**config.mk**
```make
export PLATFORM = sky130hd
export DESIGN_NAME = dual_buffer_ethernet_service
export DESIGN_NICKNAME = d
export VERILOG_FILES = /design/src/hdl/dbes_pkg.sv /design/src/hdl/dbes_front.sv /design/src/hdl/dbes_queue.sv /design/src/hdl/dbes_back.sv /design/src/hdl/dual_buffer_ethernet_service.sv
export SDC_FILE = /design/constraint.sdc
export NUM_CORES = 1
export LEC_CHECK = 0
export ABC_CLOCK_PERIOD_IN_PS = 14700
export BUFFER_PORTS_ARGS = -buffer_cell sky130_fd_sc_hd__buf_2
export CAP_MARGIN = 10
export CORE_MARGIN = 5
export CORE_UTILIZATION = 50
export DETAILED_ROUTE_END_ITERATION = 10
export PLACE_DENSITY = 0.67
export SLEW_MARGIN = 20
export SYNTH_ARGS = -nofsm -noshare
export SYNTH_HDL_FRONTEND = slang
export SYNTH_SLANG_ARGS = --single-unit
```
**constraint.sdc**
```tcl
create_clock -name clk -period 14.7 [get_ports clk]
set_input_delay 1.47 -clock clk [delete_from_list [all_inputs] [get_ports clk]]
set_output_delay 1.47 -clock clk [all_outputs]
set_load 0.05 [all_outputs]
```
**src/hdl/dbes_pkg.sv**
```systemverilog
// shared types and constants of the dual buffer ethernet service block
`default_nettype none
package dbes_pkg;

  // receive and transmit buffers are this many bytes long
  localparam int BUFFER_BYTES = 2048;

  localparam logic [15:0] RX_ERR_BITS    = 16'hA800;  // fcs, range, framing
  localparam logic [10:0] RX_HEAD        = 11'd2;
  localparam logic [10:0] RX_OVERHEAD    = 11'd20;
  localparam logic [10:0] RX_MAX_OFF     = 11'(BUFFER_BYTES - 2);
  localparam logic [11:0] TX_BUF_BYTES   = 12'(BUFFER_BYTES);
  localparam logic [7:0]  SLOT_TIME_RST  = 8'd51;
  localparam logic [10:0] MAX_TX_OFF_RST = 11'(BUFFER_BYTES - 512);
  localparam logic [15:0] MASK_ALL_ONES  = 16'hFFFF;

  // configuration register indexes
  localparam logic CFG_SLOT_TIME     = 1'b0;
  localparam logic CFG_MAX_TX_OFFSET = 1'b1;

  // result slots of one job, in emission order
  localparam int SLOT_RX0   = 0;
  localparam int SLOT_RX1   = 1;
  localparam int SLOT_TXEV  = 2;
  localparam int SLOT_START = 3;
  localparam int NUM_SLOTS  = 4;

  typedef enum logic [2:0] {
    KIND_RX_GOOD    = 3'd0,
    KIND_RX_ERROR   = 3'd1,
    KIND_RX_EMPTY   = 3'd2,
    KIND_TX_DONE    = 3'd3,
    KIND_TX_RETRY   = 3'd4,
    KIND_TX_DROPPED = 3'd5,
    KIND_TX_STARTED = 3'd6
  } kind_t;

  typedef struct packed {
    logic        command;
    logic        a_ether_owned;
    logic        b_ether_owned;
    logic        b_older;
    logic        jam_seen;
    logic        tx_ether_owned;
    logic [15:0] status_a;
    logic [15:0] status_b;
    logic [15:0] time_low;
    logic        queue_pending;
    logic [11:0] tx_length;
  } in_item_t;

  typedef struct packed {
    kind_t       kind;
    logic        buffer_id;
    logic [10:0] rx_length;
    logic [15:0] backoff_value;
    logic [10:0] tx_offset;
    logic        pad_byte;
    logic        last;
  } out_item_t;

  typedef struct packed {
    kind_t       kind;
    logic        buffer_id;
    logic [10:0] rx_length;
  } rx_slot_t;

  // one classified item, handed from front to back
  typedef struct packed {
    logic [NUM_SLOTS-1:0] slots;
    rx_slot_t             rx0;
    rx_slot_t             rx1;
    kind_t                tx_kind;
    logic [15:0]          delay;
    logic [10:0]          tx_offset;
    logic                 pad_byte;
  } job_t;

endpackage
`default_nettype wire

```
**src/hdl/dbes_front.sv**
```systemverilog
// front end: accepts items, updates transmit state and classifies results
`default_nettype none
module dbes_front (
  input  wire                  clk,
  input  wire                  rst_n,
  input  wire                  in_valid,
  input  dbes_pkg::in_item_t   in_data,
  input  wire                  q_full,
  input  wire  [10:0]          max_tx_offset,
  output logic                 push,
  output dbes_pkg::job_t       job
);
  import dbes_pkg::*;

  logic        tx_active_r, tx_active_nxt;
  logic [15:0] mask_r, mask_nxt;
  logic        accept;
  logic [11:0] len_sat;
  logic [11:0] off_full;
  logic [10:0] off_clamp;
  logic [15:0] mask_shift;

  function automatic rx_slot_t rx_serve(input logic [15:0] status, input logic buf_id);
    rx_slot_t    r;
    logic [10:0] off;
    off = status[10:0];
    r.buffer_id = buf_id;
    if ((status & RX_ERR_BITS) != 16'd0 || off <= RX_HEAD || off > RX_MAX_OFF ||
        off <= RX_OVERHEAD) begin
      r.kind      = KIND_RX_ERROR;
      r.rx_length = 11'd0;
    end else begin
      r.kind      = KIND_RX_GOOD;
      r.rx_length = off - RX_OVERHEAD;
    end
    return r;
  endfunction

  assign accept = in_valid && !q_full;

  // start offset of a new frame
  always_comb begin
    len_sat   = (in_data.tx_length > TX_BUF_BYTES) ? TX_BUF_BYTES : in_data.tx_length;
    off_full  = TX_BUF_BYTES - len_sat;
    off_clamp = (off_full > {1'b0, max_tx_offset}) ? max_tx_offset : off_full[10:0];
  end

  assign mask_shift = {mask_r[14:0], 1'b0};

  always_comb begin
    tx_active_nxt = tx_active_r;
    mask_nxt      = mask_r;
    job           = '0;
    job.rx0       = '{kind: KIND_RX_EMPTY, buffer_id: 1'b0, rx_length: 11'd0};
    job.rx1       = '{kind: KIND_RX_EMPTY, buffer_id: 1'b0, rx_length: 11'd0};
    job.tx_kind   = KIND_TX_DONE;
    job.tx_offset = {off_clamp[10:1], 1'b0};
    job.pad_byte  = off_clamp[0];
    if (in_data.command) begin
      if (!tx_active_r) begin
        job.slots[SLOT_START] = 1'b1;
        tx_active_nxt         = 1'b1;
      end
    end else begin
      job.slots[SLOT_RX0] = 1'b1;
      if (in_data.a_ether_owned && in_data.b_ether_owned) begin
        job.rx0 = '{kind: KIND_RX_EMPTY, buffer_id: 1'b0, rx_length: 11'd0};
      end else if (in_data.a_ether_owned) begin
        job.rx0 = rx_serve(in_data.status_b, 1'b1);
      end else if (in_data.b_ether_owned) begin
        job.rx0 = rx_serve(in_data.status_a, 1'b0);
      end else if (in_data.b_older) begin
        job.slots[SLOT_RX1] = 1'b1;
        job.rx0 = rx_serve(in_data.status_b, 1'b1);
        job.rx1 = rx_serve(in_data.status_a, 1'b0);
      end else begin
        job.slots[SLOT_RX1] = 1'b1;
        job.rx0 = rx_serve(in_data.status_a, 1'b0);
        job.rx1 = rx_serve(in_data.status_b, 1'b1);
      end
      if (tx_active_r) begin
        if (in_data.jam_seen) begin
          job.slots[SLOT_TXEV] = 1'b1;
          if (mask_r == 16'd0) begin
            job.tx_kind           = KIND_TX_DROPPED;
            mask_nxt              = MASK_ALL_ONES;
            tx_active_nxt         = in_data.queue_pending;
            job.slots[SLOT_START] = in_data.queue_pending;
          end else begin
            job.tx_kind = KIND_TX_RETRY;
            mask_nxt    = mask_shift;
            job.delay   = in_data.time_low & ~mask_shift;
          end
        end else if (!in_data.tx_ether_owned) begin
          job.slots[SLOT_TXEV]  = 1'b1;
          job.tx_kind           = KIND_TX_DONE;
          mask_nxt              = MASK_ALL_ONES;
          tx_active_nxt         = in_data.queue_pending;
          job.slots[SLOT_START] = in_data.queue_pending;
        end
      end
    end
  end

  // a transmit request while busy leaves nothing to queue
  assign push = accept && (job.slots != '0);

  always_ff @(posedge clk) begin
    if (!rst_n) begin
      tx_active_r <= 1'b0;
      mask_r      <= MASK_ALL_ONES;
    end else if (accept) begin
      tx_active_r <= tx_active_nxt;
      mask_r      <= mask_nxt;
    end
  end

endmodule
`default_nettype wire

```
**src/hdl/dbes_queue.sv**
```systemverilog
// short job queue between front and back end
`default_nettype none
module dbes_queue #(
  parameter int DEPTH = 2
) (
  input  wire             clk,
  input  wire             rst_n,
  input  wire             push,
  input  dbes_pkg::job_t  push_job,
  input  wire             pop,
  output logic            full,
  output logic            head_valid,
  output dbes_pkg::job_t  head_job
);
  import dbes_pkg::*;

  localparam int PW = (DEPTH > 1) ? $clog2(DEPTH) : 1;
  localparam int CW = $clog2(DEPTH + 1);
  localparam logic [PW-1:0] LAST_PTR = PW'(DEPTH - 1);
  localparam logic [CW-1:0] FULL_CNT = CW'(DEPTH);

  job_t          mem_r [DEPTH];
  logic [PW-1:0] wr_ptr_r, rd_ptr_r;
  logic [CW-1:0] count_r;
  logic          do_pop;

  assign full       = (count_r == FULL_CNT);
  assign head_valid = (count_r != '0);
  assign head_job   = mem_r[rd_ptr_r];
  assign do_pop     = pop && head_valid;

  always_ff @(posedge clk) begin
    if (push) begin
      mem_r[wr_ptr_r] <= push_job;
    end
  end

  always_ff @(posedge clk) begin
    if (!rst_n) begin
      wr_ptr_r <= '0;
      rd_ptr_r <= '0;
      count_r  <= '0;
    end else begin
      if (push) begin
        wr_ptr_r <= (wr_ptr_r == LAST_PTR) ? '0 : wr_ptr_r + 1'b1;
      end
      if (do_pop) begin
        rd_ptr_r <= (rd_ptr_r == LAST_PTR) ? '0 : rd_ptr_r + 1'b1;
      end
      count_r <= count_r + CW'(push) - CW'(do_pop);
    end
  end

  a_no_overflow: assert property (@(posedge clk) disable iff (!rst_n)
    full |-> !push) else $error("push into full queue");
  a_count_range: assert property (@(posedge clk) disable iff (!rst_n)
    count_r <= FULL_CNT) else $error("queue count out of range");
  a_no_underflow: assert property (@(posedge clk) disable iff (!rst_n)
    pop |-> head_valid) else $error("pop from empty queue");

endmodule
`default_nettype wire

```
**src/hdl/dbes_back.sv**
```systemverilog
// back end: expands queued jobs into result items, one per cycle while out_stall does not hold the output
`default_nettype none
module dbes_back (
  input  wire                  clk,
  input  wire                  rst_n,
  input  wire                  head_valid,
  input  dbes_pkg::job_t       head_job,
  input  wire  [7:0]           slot_time,
  output logic                 pop,
  output logic                 out_valid,
  output dbes_pkg::out_item_t  out_data,
  input  wire                  out_stall
);
  import dbes_pkg::*;

  logic [NUM_SLOTS-1:0] done_r;
  logic [NUM_SLOTS-1:0] remain, sel, rest;
  logic                 advance, is_last;
  logic                 out_valid_r;
  out_item_t            out_r, out_nxt;
  logic [23:0]          product;

  assign remain  = head_job.slots & ~done_r;
  assign sel     = remain & (~remain + 1'b1);   // lowest pending slot
  assign rest    = remain & ~sel;
  assign is_last = (rest == '0);
  assign advance = head_valid && (!out_valid_r || !out_stall);
  assign pop     = advance && is_last;
  assign product = head_job.delay * slot_time;

  always_comb begin
    out_nxt      = '0;
    out_nxt.kind = KIND_RX_EMPTY;
    out_nxt.last = is_last;
    if (sel[SLOT_RX0]) begin
      out_nxt.kind      = head_job.rx0.kind;
      out_nxt.buffer_id = (head_job.rx0.kind == KIND_RX_EMPTY) ? 1'b0 : head_job.rx0.buffer_id;
      out_nxt.rx_length = head_job.rx0.rx_length;
    end else if (sel[SLOT_RX1]) begin
      out_nxt.kind      = head_job.rx1.kind;
      out_nxt.buffer_id = head_job.rx1.buffer_id;
      out_nxt.rx_length = head_job.rx1.rx_length;
    end else if (sel[SLOT_TXEV]) begin
      out_nxt.kind = head_job.tx_kind;
      if (head_job.tx_kind == KIND_TX_RETRY) begin
        out_nxt.backoff_value = product[15:0];
      end
    end else if (sel[SLOT_START]) begin
      out_nxt.kind      = KIND_TX_STARTED;
      out_nxt.tx_offset = head_job.tx_offset;
      out_nxt.pad_byte  = head_job.pad_byte;
    end
  end

  always_ff @(posedge clk) begin
    if (!rst_n) begin
      done_r      <= '0;
      out_valid_r <= 1'b0;
    end else begin
      if (advance) begin
        done_r      <= is_last ? '0 : (done_r | sel);
        out_valid_r <= 1'b1;
      end else if (!out_stall) begin
        out_valid_r <= 1'b0;
      end
    end
  end

  always_ff @(posedge clk) begin
    if (advance) begin
      out_r <= out_nxt;
    end
  end

  assign out_valid = out_valid_r;
  assign out_data  = out_r;

endmodule
`default_nettype wire

```
**src/hdl/dual_buffer_ethernet_service.sv**
```systemverilog
// top level of the dual buffer ethernet service block
`default_nettype none
// Serves a controller with two receive buffers and one transmit buffer. Each
// accepted item is either an interrupt event (serves host-owned receive
// buffers oldest first, then handles transmit done, collision backoff or drop,
// starting a pending transmit after done or drop) or a transmit request (computes
// the even frame start offset and pad flag). The front end takes one item per
// cycle whenever the job queue has room and updates the transmit state at once;
// the back end then emits that item's results, one to four of them, one per
// cycle while out_stall is low, through a single output register. A transmit
// request while a transmit is active gives no result. The first result reaches
// the output through the job queue and then the output register, and waits
// there while out_stall is high.
// Configuration: index 0 slot_time (8 bits), index 1 max_tx_offset (11 bits);
// write only while the block is idle. cfg_ready is always high.
module dual_buffer_ethernet_service #(
  parameter int QUEUE_DEPTH = 2
) (
  input  wire                  clk,
  input  wire                  rst_n,
  // input items
  input  wire                  in_valid,
  input  dbes_pkg::in_item_t   in_data,
  output logic                 in_stall,
  // result items
  output logic                 out_valid,
  output dbes_pkg::out_item_t  out_data,
  input  wire                  out_stall,
  // configuration writes
  input  wire                  cfg_valid,
  output logic                 cfg_ready,
  input  wire                  cfg_index,
  input  wire  [10:0]          cfg_data
);
  import dbes_pkg::*;

  logic [7:0]  slot_time_r;
  logic [10:0] max_tx_offset_r;
  logic        q_full, q_push, q_pop, q_head_valid;
  job_t        q_push_job, q_head_job;

  assign cfg_ready = 1'b1;
  assign in_stall  = q_full;

  // configuration registers
  always_ff @(posedge clk) begin
    if (!rst_n) begin
      slot_time_r     <= SLOT_TIME_RST;
      max_tx_offset_r <= MAX_TX_OFF_RST;
    end else if (cfg_valid && cfg_ready) begin
      case (cfg_index)
        CFG_SLOT_TIME:     slot_time_r     <= cfg_data[7:0];
        CFG_MAX_TX_OFFSET: max_tx_offset_r <= cfg_data;
        default: begin
        end
      endcase
    end
  end

  // classify items and keep transmit state
  dbes_front u_front (
    .clk           (clk),
    .rst_n         (rst_n),
    .in_valid      (in_valid),
    .in_data       (in_data),
    .q_full        (q_full),
    .max_tx_offset (max_tx_offset_r),
    .push          (q_push),
    .job           (q_push_job)
  );

  // decouples acceptance from result delivery
  dbes_queue #(
    .DEPTH (QUEUE_DEPTH)
  ) u_queue (
    .clk        (clk),
    .rst_n      (rst_n),
    .push       (q_push),
    .push_job   (q_push_job),
    .pop        (q_pop),
    .full       (q_full),
    .head_valid (q_head_valid),
    .head_job   (q_head_job)
  );

  // result sequencing, backoff multiply and output register
  dbes_back u_back (
    .clk        (clk),
    .rst_n      (rst_n),
    .head_valid (q_head_valid),
    .head_job   (q_head_job),
    .slot_time  (slot_time_r),
    .pop        (q_pop),
    .out_valid  (out_valid),
    .out_data   (out_data),
    .out_stall  (out_stall)
  );

endmodule
`default_nettype wire
```
* Yosys cells after proc, flatten, opt, wreduce, memory -nomap -nowiden *
Memory sizes are Yosys's and may differ from the RTL's. A register that Yosys moved wholly into a read port is not among the register bits.
Cells that the tools add are included.

cells by class
  bitwise gates (word level) = 14
  equal/unequal tests = 5
  mux-type cells = 51
  order comparisons = 8
  add/subtract/negate cells = 8
  shift operators = 0
  $mul = 1
  div/mod/pow operators = 0
  reductions and logical operators = 27

operators with widths
  operator                  count
  $mux W15                  7
  $mux W16                  5
  $mux W52                  1
  $mux W11                  3
  $reduce_bool A16 Y1       2
  $mux W30                  1
  $mux W12                  2
  $mux W1                   23
  $gt A11 B11 Y1 const B    2
  $le A11 B2 Y1 const B     2
  $le A11 B5 Y1 const B     2
  $sub A11 B5 Y11 const B   2
  $mux W19                  1
  $and A16 B16 Y16          1
  $logic_not A16 Y1         1
  $mul A16 B8 Y16           1
  $not A16 Y16              1
  $and A4 B4 Y4             3
  $gt A12 B11 Y1            1
  $gt A12 B12 Y1 const B    1
  $mux W3                   4
  $not A4 Y4                3
  $sub A12 B12 Y12 const A  1
  $reduce_or A4 Y1          2
  other kinds (20)          42

word-level totals
  RAM bits = 128
  flip-flop bits (word level) = 89
  latch bits = 0
  memory bits (read-only) = 0
  memories = 1
  word-level logic and storage cells = 131
  output and inout bits = 47

memory list
  name           depth  width  read ports  clocked after memory_dff  write ports  RTL line          source
  u_queue.mem_r  2      64     1           1                         1            dbes_queue.sv:22  job_t mem_r [DEPTH];

* Depth between registers and ports, before layout *
Gate-level depths: netlist of run 1.

  depth after elaboration = 14
  gate-level depth with buffers = 21

* Modules after synthesis *
Synthesis of run 1 repeated with hierarchy kept, for this count alone.

unflattened totals
  cells, all modules = 1106
  area total of the unflattened synthesis = 12983.7 µm²

by module, submodules not included
  module                        cells an instance  area an instance (µm²)  times used  sequential area each (µm²)
  dbes_queue                    225                5139.9                  1           4003.8
  dbes_back                     471                4739.5                  1           1421.4
  dbes_front                    327                2338.5                  1           340.3
  dual_buffer_ethernet_service  83                 765.7                   1           380.4

* Worst setup path before layout of run 1 *
Ideal clock, no wire load.

  path kind = input-to-reg
  start point = input port in_valid
  end point = memory u_queue.mem_r[0][0] (netlist name) (enable)
  setup slack = 9.336 ns
  arrival = 4.873 ns
  buffers on the path = 0
  stages = 3
  cells stage by stage = nor2b_1 -> a21boi_0 -> nor2b_1

between the ends
  longest elaborated chain between the ends = 4

ends and longest elaborated chain
  element                        RTL line                            source
  start, declared                dual_buffer_ethernet_service.sv:22  input wire in_valid,
  $logic_and A1 B1 Y1            dbes_front.sv:39                    assign accept = in_valid && !q_full;
  $logic_and A1 B1 Y1            dbes_front.sv:106                   assign push = accept && (job.slots != '0);
  named net q_push               dual_buffer_ethernet_service.sv:39  logic q_full, q_push, q_pop, q_head_valid;
  $mux W1                        dbes_queue.sv:33                    if (push) begin
  $mux W1 (not written as such)  dbes_queue.sv:34                    mem_r[wr_ptr_r] <= push_job;
  end, declared                  dbes_queue.sv:22

The timed path passes the listed nets, and every way through them passes these cells.

==> summary.md, run 1 <==
| Metric | Value |
|---|---|
| Outcome | `finished clean` |
| #FFs+latches synth | `between 200 and 250` |
| CP max stage delay | `slightly below 0.7 ns` |
| Vias in the first global route | `8281` |
| Die footprint | `approximately 28000 um2` |
| Worst Skew | `roughly 0.016 ns` |
| Synth cell types | `58` |
| HP Class | `flop to flop` |
| Final period utilization | `roughly 37%` |
| Cts repair resizes | `0` |
| IO Count | `131` |
| Rel. slew slack | `about a third` |
| Clk_lat worst skew | `0.50 ns` |
| Worst Hold Depth | `2` |
| Mapped cell area | `12200 um2` |
| Beginning of the worst hold path | `u_back.done_r[3]` |
| Crit path depth | `17` |
| FFs w/ async S/R, synth | `0%` |
| Routed vias/inst | `~5.3` |
| CP max-delay cell | `mux2i_1` |
| Commonest non-fill, non-tap cells in the layout | `edfxtp_1, buf_2, nand2_1` |
| Die W | `~170 um` |
| PwrDens | `~220 nW/um2` |
| P&R area growth vs syn | `14.0%` |
| Seq/Total Area, Yosys | `48.6%` |
| WP data required | `~15 ns` |
| Worst setup SP type | `flop` |
| Share of layout cells above drive strength 1 | `between 10% and 20%` |
| Worst-Margin Slew | `0.991 ns` |
| Yosys warning count | `0` |
| Post-CTS Setup Inserts | `0` |
| Largest delay share family, worst path | `adder cells` |
| Final setup violation count | `0` |
| Vias | `~8200` |
| Initial antenna violation count | `1` |
| Avg Inst Size Synth | `around 11 um2` |
| Hold_buf cts | `0` |
| Max FO, Critical Path | `17` |
| Fin. Hold Viols | `0` |
| Worst reg2reg setup slack | `9.20 ns` |
| Commonest non-fill, non-tap cell in the layout | `edfxtp_1` |
| CP endpoint kind | `flop` |
| Diode count | `0` |
| DRC viols | `0` |
| Fill cell count | `just over 2000` |
| Total global-route track usage | `18.1%` |
| Top cell by count, worst path | `fa_1` |
| Sink Count | `between 200 and 250` |
| Peak VDD IR | `between 0.15 and 0.2 mV` |
| Synth Net Count | `between 1000 and 1500` |
| Post-layout net count | `roughly 1400` |
| Max-cap viol count | `0` |
| Post-synth top area cell | `edfxtp_1` |
| Gr ovfl total | `0` |
| Static Leakage | `about 5.6 nW` |
| Mapped Cells | `1100` |
| FMAX | `between 0.15 and 0.2 GHz` |
| Avg WL per Cell | `around 16 um` |
| Max Root-Sink Buffers | `3` |
| Min Tclk post-route | `roughly 5.5 ns` |
| Worst-path cell chain | `mux2i_1 -> nand2b_1 -> fa_1 -> fa_1 -> inv_1 -> fa_1 -> inv_1 -> fa_1 -> inv_1 -> ha_1 -> o21a_1 -> o31a_1 -> o31a_1 -> o21ai_0 -> a31oi_1 -> xnor2_1 -> nor2_1` |
| Bufs and invs on worst path | `3` |
| RSZ-0062 raised after global routing | `false` |
| Reg clk slew, reported paths | `~0.06 ns` |
| Row count | `57` |
| Final wirelength | `around 25 mm` |
| CP arrival | `~5.7 ns` |
| Final HPWL DP | `18.6 mm` |
| DRT iter0 DRCs | `about 380` |
| Setup_tns | `0 ns` |
| H-tree levels | `1` |
| Clock buffer count from CTS | `25` |
| Die Y | `approximately 170 um` |
| Top_reg_cell synth | `edfxtp_1` |
| Synth area leaders | `edfxtp_1, fa_1, dfxtp_1` |
| Post-synth EDFFs | `~170` |
| Power after layout | `between 3 and 4 mW` |
| Routed Antenna Nets | `0` |
| Largest net degree at the start of global routing | `52` |
| CTS tree | `yes` |
| First-pass GRT wire length | `between 40 and 50 mm` |
| FF-to-FF path depth | `17` |
| Root Driver | `clkbuf_16` |
| Initial Util | `between 50% and 60%` |
| Top-area cell type share of the netlist area | `between 40% and 50%` |
| Final slew viol count | `0` |
| Gpl congestion | `between 0.9 and 1` |
| DR pass1 iterations | `5` |
| Port bufs | `124` |
| Core area | `around 24000 um2` |
| Critical path type | `flop to flop` |
cells in the mapped netlist (3+ instances only):
cell type / n
xnor2_1: 31
nor4_1: 9
nor3_1: 13
and2b_1: 6
nand2b_1: 21
o32ai_1: 5
clkbuf_1: 27
a22oi_1: 3
o22ai_1: 26
mux2_2: 17
edfxtp_1: 167
a21boi_0: 16
buf_2: 7
nand4_1: 7
a31oi_1: 4
nand2_1: 121
o31a_1: 3
dfxtp_1: 46
a21oi_1: 16
ha_1: 42
and2_1: 24
a32oi_1: 3
xor2_1: 9
inv_1: 117
nand3_1: 28
a21o_1: 4
fa_1: 60
or3_1: 3
nor2b_1: 66
nor2_1: 67
nor3b_1: 18
o21ai_0: 15
o21a_1: 9
mux2i_1: 53
cell families after synthesis:
| kind of cell | after synthesis | synth area share [%] |
|---|---|---|
| xor+xnor | 41 | 3.05 |
| simple gates | 393 | 16.2 |
| compound gates | 120 | 6.68 |
| fa+ha+maj | 103 | 14.2 |
| other cells | 2 | 0.0615 |
| buf+inv | 156 | 5.05 |
| mux | 72 | 6.16 |
| flops | 213 | 48.6 |
worst paths after layout:
check	to
worst min register to register	u_back.done_r[3]
worst max-delay path	u_back.out_data[28]
worst min-delay path	u_back.done_r[3]
worst max register to register	u_back.out_data[28]
registers in the layout, summed over array words and instances (netlist names), named ones only:
name,cells
max_tx_offset_r,11
u_back.out_data,43
u_queue.count_r,2
u_front.tx_active_r,1
u_back.out_valid,1
u_queue.rd_ptr_r,1
slot_time_r,8
u_back.done_r,4
u_queue.wr_ptr_r,1
u_front.mask_r,16
u_queue.mem_r,124
tightest hold or removal path: stages (launching register included):
cell and delay, ns:
dfxtp_1 0.33, a21oi_1 0.04, nor2_1 0.07
report_power, final:
| group | switching [mW] | internal, mW | total [mW] |
|---|---|---|---|
| logic | 1.01 | 0.691 | 1.70 |
| registers | 0.0482 | 0.780 | 0.828 |
| clock network | 0.233 | 0.363 | 0.596 |
| total | 1.29 | 1.83 | 3.12 |
final cells by class:
| class | count | area (um2) | share of cell area, % |
|---|---|---|---|
| clock inverter | 13 | 129 | 0.926 |
| multi-input combinational | 731 | 5680 | 40.8 |
| sequential | 213 | 5940 | 42.7 |
| tap | 324 | 405 | 2.91 |
| timing repair buffer | 128 | 651 | 4.67 |
| clock buffer | 32 | 682 | 4.90 |
| inverter | 117 | 439 | 3.15 |
per-layer routing:
metal / GRT usage, % / wire, um
met2: 32.4 / 12700
met5: 0 / 7
met3: 2.48 / 1100
met1: 23.4 / 11100
met4: 4.20 / 449
metrics by stage:
stage,worst slack [ns],hold slack [ns],cell area (um2),instances,utilization (%)
global route,8.90,0.496,13900,1558,57.6
CTS,9.19,0.473,13900,1558,57.6
global placement,9.26,0.448,13100,1513,54.2
floorplan,9.34,0.437,12200,1100,-
finish,9.20,0.477,13900,1558,57.6
detailed placement,9.24,0.459,13100,1513,54.2
Note: power is estimated with default switching activity, not from simulation.
==> run 2, diff against run 1 <==
ABC_CLOCK_PERIOD_IN_PS = 5330   (was 14700)
clock period = 5.33 ns   (was 14.7 ns; I/O delays follow)
==> summary.md, run 2 (synthesis gave the netlist of run 1 again) <==
| Metric | Value |
|---|---|
| Die Y | `166 um (unchanged)` |
| Clock network power share | `19.0% (about the same)` |
| Reg clk slew, reported paths | `0.06 ns (about the same)` |
| Static Leakage | `5.66 nW (+1.3%)` |
| Sw Ratio | `41.3% (+0.067 points)` |
| Final wirelength | `25.7 mm (+1.2%)` |
| Vias | `8175 (-0.061%)` |
| Routed vias/inst | `5.20 (-1.0%)` |
| Worst Hold Depth | `3 (+1)` |
| Placed insts | `1529 (+1.1%)` |
| Min Tclk post-route | `5.08 ns (-0.418 ns)` |
| Peak VDD IR | `0.498 mV (+220%)` |
| FMAX | `0.197 GHz (+8.2%)` |
| H-tree levels | `1 (unchanged)` |
| Largest net degree at the start of global routing | `54 (+3.8%)` |
| Initial antenna violation count | `1 (unchanged)` |
| IO Count | `131 (unchanged)` |
| Max reg flops | `124 (unchanged)` |
| CP arrival | `5.31 ns (-0.40 ns)` |
| Share of layout cells above drive strength 1 | `16.7% (+1.0 points)` |
| Outcome | `finished clean` |
| Final slew viol count | `0 (unchanged)` |
| P_sw | `3.57 mW (+180%)` |
| Worst setup SP type | `flop` |
| Gr ovfl total | `0 (unchanged)` |
| Critical path type | `flop to flop` |
| Core area | `24200 um2 (unchanged)` |
| Worst reg2reg setup slack | `0.25 ns (-8.95 ns)` |
| Combinational fraction of design power | `54.8% (+0.4 points)` |
| Post-layout net count | `1417 (+1.1%)` |
| Final setup violation count | `0 (unchanged)` |
| PwrDens | `615 nW/um2 (+170%)` |
| HP Class | `input pin to flop` |
| Worst-Margin Slew | `0.934 ns (-0.0572 ns)` |
| Initial Util | `50.5% (unchanged)` |
| Flop pwr share | `26.2% (-0.3 points)` |
| RSZ-0062 raised after global routing | `false` |
| Root Driver | `clkbuf_16` |
| Reg-to-reg endpoint | `u_back.out_data[28]` |
| WP data required | `5.56 ns (-9.35 ns)` |
| Max FO, Critical Path | `8 (-9)` |
| WHS Endpoint | `max_tx_offset_r[10]` |
| Beginning of the worst hold path | `cfg_data[10]` |
| Max-cap viol count | `0 (unchanged)` |
| P&R area growth vs syn | `15.1%` |
| Setup WS pre-CTS | `0.336 ns (-8.90 ns)` |
| DRT iter0 DRCs | `384 (+1.3%)` |
| Die footprint | `27600 um2 (unchanged)` |
| Clk_lat worst skew | `0.53 ns (+0.03 ns)` |
| Sink Count | `213 (unchanged)` |
| First-pass GRT wire length | `42.0 mm (+0.81%)` |
| Post-route insts no fill | `1573 (+0.96%)` |
| Fin. Hold Viols | `0 (unchanged)` |
| Power after layout | `8.64 mW (+180%)` |
| Max Root-Sink Buffers | `3 (unchanged)` |
| Final period utilization | `95.3% (+58 points)` |
| DRC viols | `0 (unchanged)` |
| Total global-route track usage | `18.4% (+0.29 points)` |
| Fill cell count | `2030 (-0.64%)` |
| Routed Antenna Nets | `0 (unchanged)` |
| Setup_tns | `0 ns (unchanged)` |
| CTS tree | `yes` |
| CP endpoint kind | `flop` |
| Diode count | `0 (unchanged)` |
| Vias in the first global route | `8431 (+1.8%)` |
| DR pass1 iterations | `5 (unchanged)` |
| Avg WL per Cell | `16.3 um (+0.21%)` |
| Int Pwr | `5.07 mW (+180%)` |
| Commonest non-fill, non-tap cells in the layout | `edfxtp_1, buf_2, nand2_1` |
| Worst Skew | `0.0187 ns (+0.00238 ns)` |
| Reg with most FFs | `u_queue.mem_r` |
| Final HPWL DP | `19.0 mm (+2.2%)` |
| Row count | `57 (unchanged)` |
| Rel. slew slack | `37.7% (+3.8 points)` |
| Clock buffer count from CTS | `24 (-4.0%)` |
| Fin worst setup slack | `0.250 ns (-8.95 ns)` |
| FF-to-FF path depth | `17 (unchanged)` |
| Die W | `166 um (unchanged)` |
| Commonest non-fill, non-tap cell in the layout | `edfxtp_1` |
| Gpl congestion | `0.934 (-0.70%)` |
| Port bufs | `124 (unchanged)` |
[run 2: worst max-delay path, stage by stage (launching register included)]
cell and delay [ns]:
dfxtp_4 0.42, mux2i_1 0.37, nand2b_1 0.19, fa_1 0.46
fa_1 0.55, inv_1 0.06, fa_1 0.53, inv_1 0.06
fa_1 0.52, inv_1 0.04, ha_1 0.34, o21a_1 0.12
o31a_1 0.13, o31a_1 0.28, o21ai_0 0.34, a31oi_1 0.16
xnor2_1 0.15, nor2_1 0.05
[run 2: stage by stage]
step / hold WS (ns) / utilization (%) / cell area (um2)
after detailed placement: 0.463 / 54.7 / 13200
after global placement: 0.448 / 54.7 / 13200
after CTS: 0.218 / 58.1 / 14000
after global routing: 0.232 / 58.1 / 14100
final: 0.242 / 58.1 / 14100
after floorplan: 0.437 / - / 12200
[run 2: power by group through the flow]
stage	Clock, mW	Combinational [mW]	Sequential (mW)
after floorplan	0	3.37	2.74
after CTS	1.69	4.80	2.27
after global placement	0	4.67	2.29
final	1.64	4.73	2.26
after detailed placement	0	4.76	2.30
after global routing	1.76	5.37	2.29
[run 2: per-layer routing]
metal / up-vias / GRT usage [%] / wire, um
li1: 4035 / - / -
met3: 37 / 2.90 / 1030
met5: - / 0 / 7
met1: 3951 / 23.5 / 11300
met2: 150 / 32.9 / 12800
met4: 2 / 4.23 / 533
[run 2: how the worst max path moves through the flow]
stage | from | endpoint | slack (ns) | cells after the start
3_3_place_gp | flop | u_back.out_data[27] | 0.39 | 16
6_report | flop | u_back.out_data[28] | 0.25 | 17
5_1_grt | flop | u_back.out_data[28] | 0.04 | 17
3_5_place_dp | flop | u_back.out_data[27] | 0.34 | 16
4_1_cts | flop | u_back.out_data[28] | 0.27 | 17
2_1_floorplan | flop | u_back.out_data[28] | 0.05 | 20
[run 2: layout make-up]
type                    count  area, um2  area share, %
repair buffers            144        771           5.48
inverters                 117        439           3.12
clock inverters             7        105          0.748
flip-flops and latches    213       5940           42.3
well taps                 324        405           2.88
clock buffers              37        711           5.06
multi-input cells         731       5680           40.4
[run 2: what timing repair did]
| item | 4_1_cts | 5_1_grt |
|---|---|---|
| endpoints found under the setup margin | 0 | 1 |
| setup buffers | 0 | 0 |
| hold buffers | 0 | 0 |
| resized for setup | 0 | 1 |
==> run 3, diff against run 2 <==
PLACE_DENSITY = unset   (was 0.67)
PLACE_DENSITY_LB_ADDON = 0.15   (was unset)
==> summary.md, run 3 (synthesis gave the netlist of run 1 again) <==
| Metric | Value |
|---|---|
| Max FO, Critical Path | `9 (+1)` |
| Final period utilization | `94.0% (-1.3 points)` |
| Worst reg2reg setup slack | `0.32 ns (+0.07 ns)` |
| Reg with most FFs | `u_queue.mem_r` |
| PwrDens | `606 nW/um2 (-1.3%)` |
| Initial Util | `50.5% (unchanged)` |
| Worst setup SP type | `flop` |
| H-tree levels | `1 (unchanged)` |
| Commonest non-fill, non-tap cell in the layout | `edfxtp_1` |
| RSZ-0062 raised after global routing | `false` |
| Final slew viol count | `0 (unchanged)` |
| Area of the multi-input gates | `5680 um2 (about the same)` |
| Routed vias/inst | `5.18 (-0.29%)` |
| Max Root-Sink Buffers | `3 (unchanged)` |
| Initial antenna violation count | `3 (+2)` |
| Critical path type | `flop to flop` |
| Routed Antenna Nets | `0 (unchanged)` |
| Die footprint | `27600 um2 (unchanged)` |
| Reg clk slew, reported paths | `0.06 ns (about the same)` |
| Die Y | `166 um (unchanged)` |
| Cts repair resizes | `0 (unchanged)` |
| Root Driver | `clkbuf_16` |
| Static Leakage | `5.65 nW (-0.29%)` |
| Largest net degree at the start of global routing | `64 (+19%)` |
| Rel. slew slack | `38.2% (+0.43 points)` |
| Sink Count | `213 (unchanged)` |
| Gpl congestion | `0.873 (-6.5%)` |
| DRT iter0 DRCs | `418 (+8.9%)` |
| Port bufs | `124 (unchanged)` |
| FMAX | `0.200 GHz (+1.4%)` |
| CTS tree | `yes` |
| Final setup violation count | `0 (unchanged)` |
| Outcome | `finished clean` |
| Core area | `24200 um2 (unchanged)` |
| WP data required | `5.57 ns (about the same)` |
| Post-layout net count | `1421 (+0.28%)` |
| Setup WS pre-CTS | `0.312 ns (-0.0232 ns)` |
| DRC viols | `0 (unchanged)` |
| Clock buffer count from CTS | `24 (unchanged)` |
| DR pass1 iterations | `5 (unchanged)` |
| Clk_lat worst skew | `0.51 ns (-0.02 ns)` |
| Post-CTS Setup Inserts | `0 (unchanged)` |
| Worst Hold Depth | `3 (unchanged)` |
| CP arrival | `5.25 ns (-0.06 ns)` |
| Min Tclk post-route | `5.01 ns (-0.0700 ns)` |
| Hold WS | `0.247 ns (+0.00491 ns)` |
| Share of layout cells above drive strength 1 | `16.9% (+0.20 points)` |
| Gr ovfl total | `0 (unchanged)` |
| Vias in the first global route | `8191 (-2.8%)` |
| Avg WL per Cell | `16.1 um (-1.7%)` |
| Die W | `166 um (unchanged)` |
| Worst Skew | `0.0111 ns (-0.00755 ns)` |
| Final HPWL DP | `18.9 mm (-0.19%)` |
| Peak VDD IR | `0.520 mV (+4.5%)` |
| Fin worst setup slack | `0.320 ns (+0.0700 ns)` |
| Hold_buf cts | `0 (unchanged)` |
| Max-cap viol count | `0 (unchanged)` |
| P&R area growth vs syn | `14.6%` |
| Total global-route track usage | `18.4% (about the same)` |
| Diode count | `0 (unchanged)` |
| Register area | `5940 um2 (unchanged)` |
| Beginning of the worst hold path | `cfg_data[9]` |
| Row count | `57 (unchanged)` |
| Max reg flops | `124 (unchanged)` |
| IO Count | `131 (unchanged)` |
| Worst-Margin Slew | `0.928 ns (-0.00650 ns)` |
| Reg-to-reg endpoint | `u_back.out_data[28]` |
| Fill cell count | `2066 (+1.8%)` |
| HP Class | `input pin to flop` |
| Fin. Hold Viols | `0 (unchanged)` |
| CP endpoint kind | `flop` |
| First-pass GRT wire length | `41.9 mm (-0.18%)` |
| Setup_tns | `0 ns (unchanged)` |
| Commonest non-fill, non-tap cells in the layout | `edfxtp_1, buf_2, nand2_1` |
| Vias | `8167 (-0.098%)` |
| WHS Endpoint | `max_tx_offset_r[9]` |
| FF-to-FF path depth | `17 (unchanged)` |
| Final wirelength | `25.3 mm (-1.5%)` |
## run 3: final cells by class
cell class                      instances  area share [%]
Clock inverter                         13           0.501
Sequential cell                       213            42.5
Timing Repair Buffer                  148            5.72
Multi-Input combinational cell        731            40.6
Tap cell                              324            2.90
Inverter                              117            3.14
Clock buffer                           30            4.68
## run 3: metrics by stage
step	total power [mW]	util (%)	instances	cell area, um2
after CTS	8.61	57.9	1576	14000
after global placement	6.98	54.9	1533	13300
after global routing	9.29	57.9	1576	14000
final	8.48	57.9	1576	14000
after floorplan	6.11	-	1100	12200
after detailed placement	7.08	54.9	1533	13300
## run 3: worst max-delay path by stage
stage          from                   to  slack, ns
6_report       flop  u_back.out_data[28]       0.32
2_1_floorplan  flop  u_back.out_data[28]       0.05
5_1_grt        flop  u_back.out_data[28]      0.006
3_5_place_dp   flop  u_back.out_data[28]       0.31
4_1_cts        flop  u_back.out_data[28]       0.29
3_3_place_gp   flop  u_back.out_data[28]       0.36
## run 3: routing by layer
metal  part of all wire [%]  up-vias  global-route usage [%]
met4                    1.4        4                    3.42
met2                     49      184                    31.8
met3                    5.4       32                    3.28
met1                     44     3907                    24.7
li1                       -     4040                       -
met5                  0.055        -                       0
## run 3: worst max-delay path, stage by stage, from the launching register on
cell and delay [ns]:
dfxtp_4 0.43, mux2i_1 0.34, nand2b_1 0.18, fa_1 0.44, fa_1 0.54, inv_1 0.05
fa_1 0.52, inv_1 0.05, fa_1 0.52, inv_1 0.04, ha_1 0.33, o21a_1 0.12
o31a_1 0.13, o31a_1 0.29, o21ai_0 0.35, a31oi_1 0.17, xnor2_1 0.17, nor2_1 0.05
## run 3: power breakdown
group | switching [mW] | total (mW) | internal (mW)
registers | 0.103 | 2.25 | 2.15
clock network | 0.635 | 1.50 | 0.869
logic | 2.79 | 4.72 | 1.94
total | 3.52 | 8.48 | 4.96
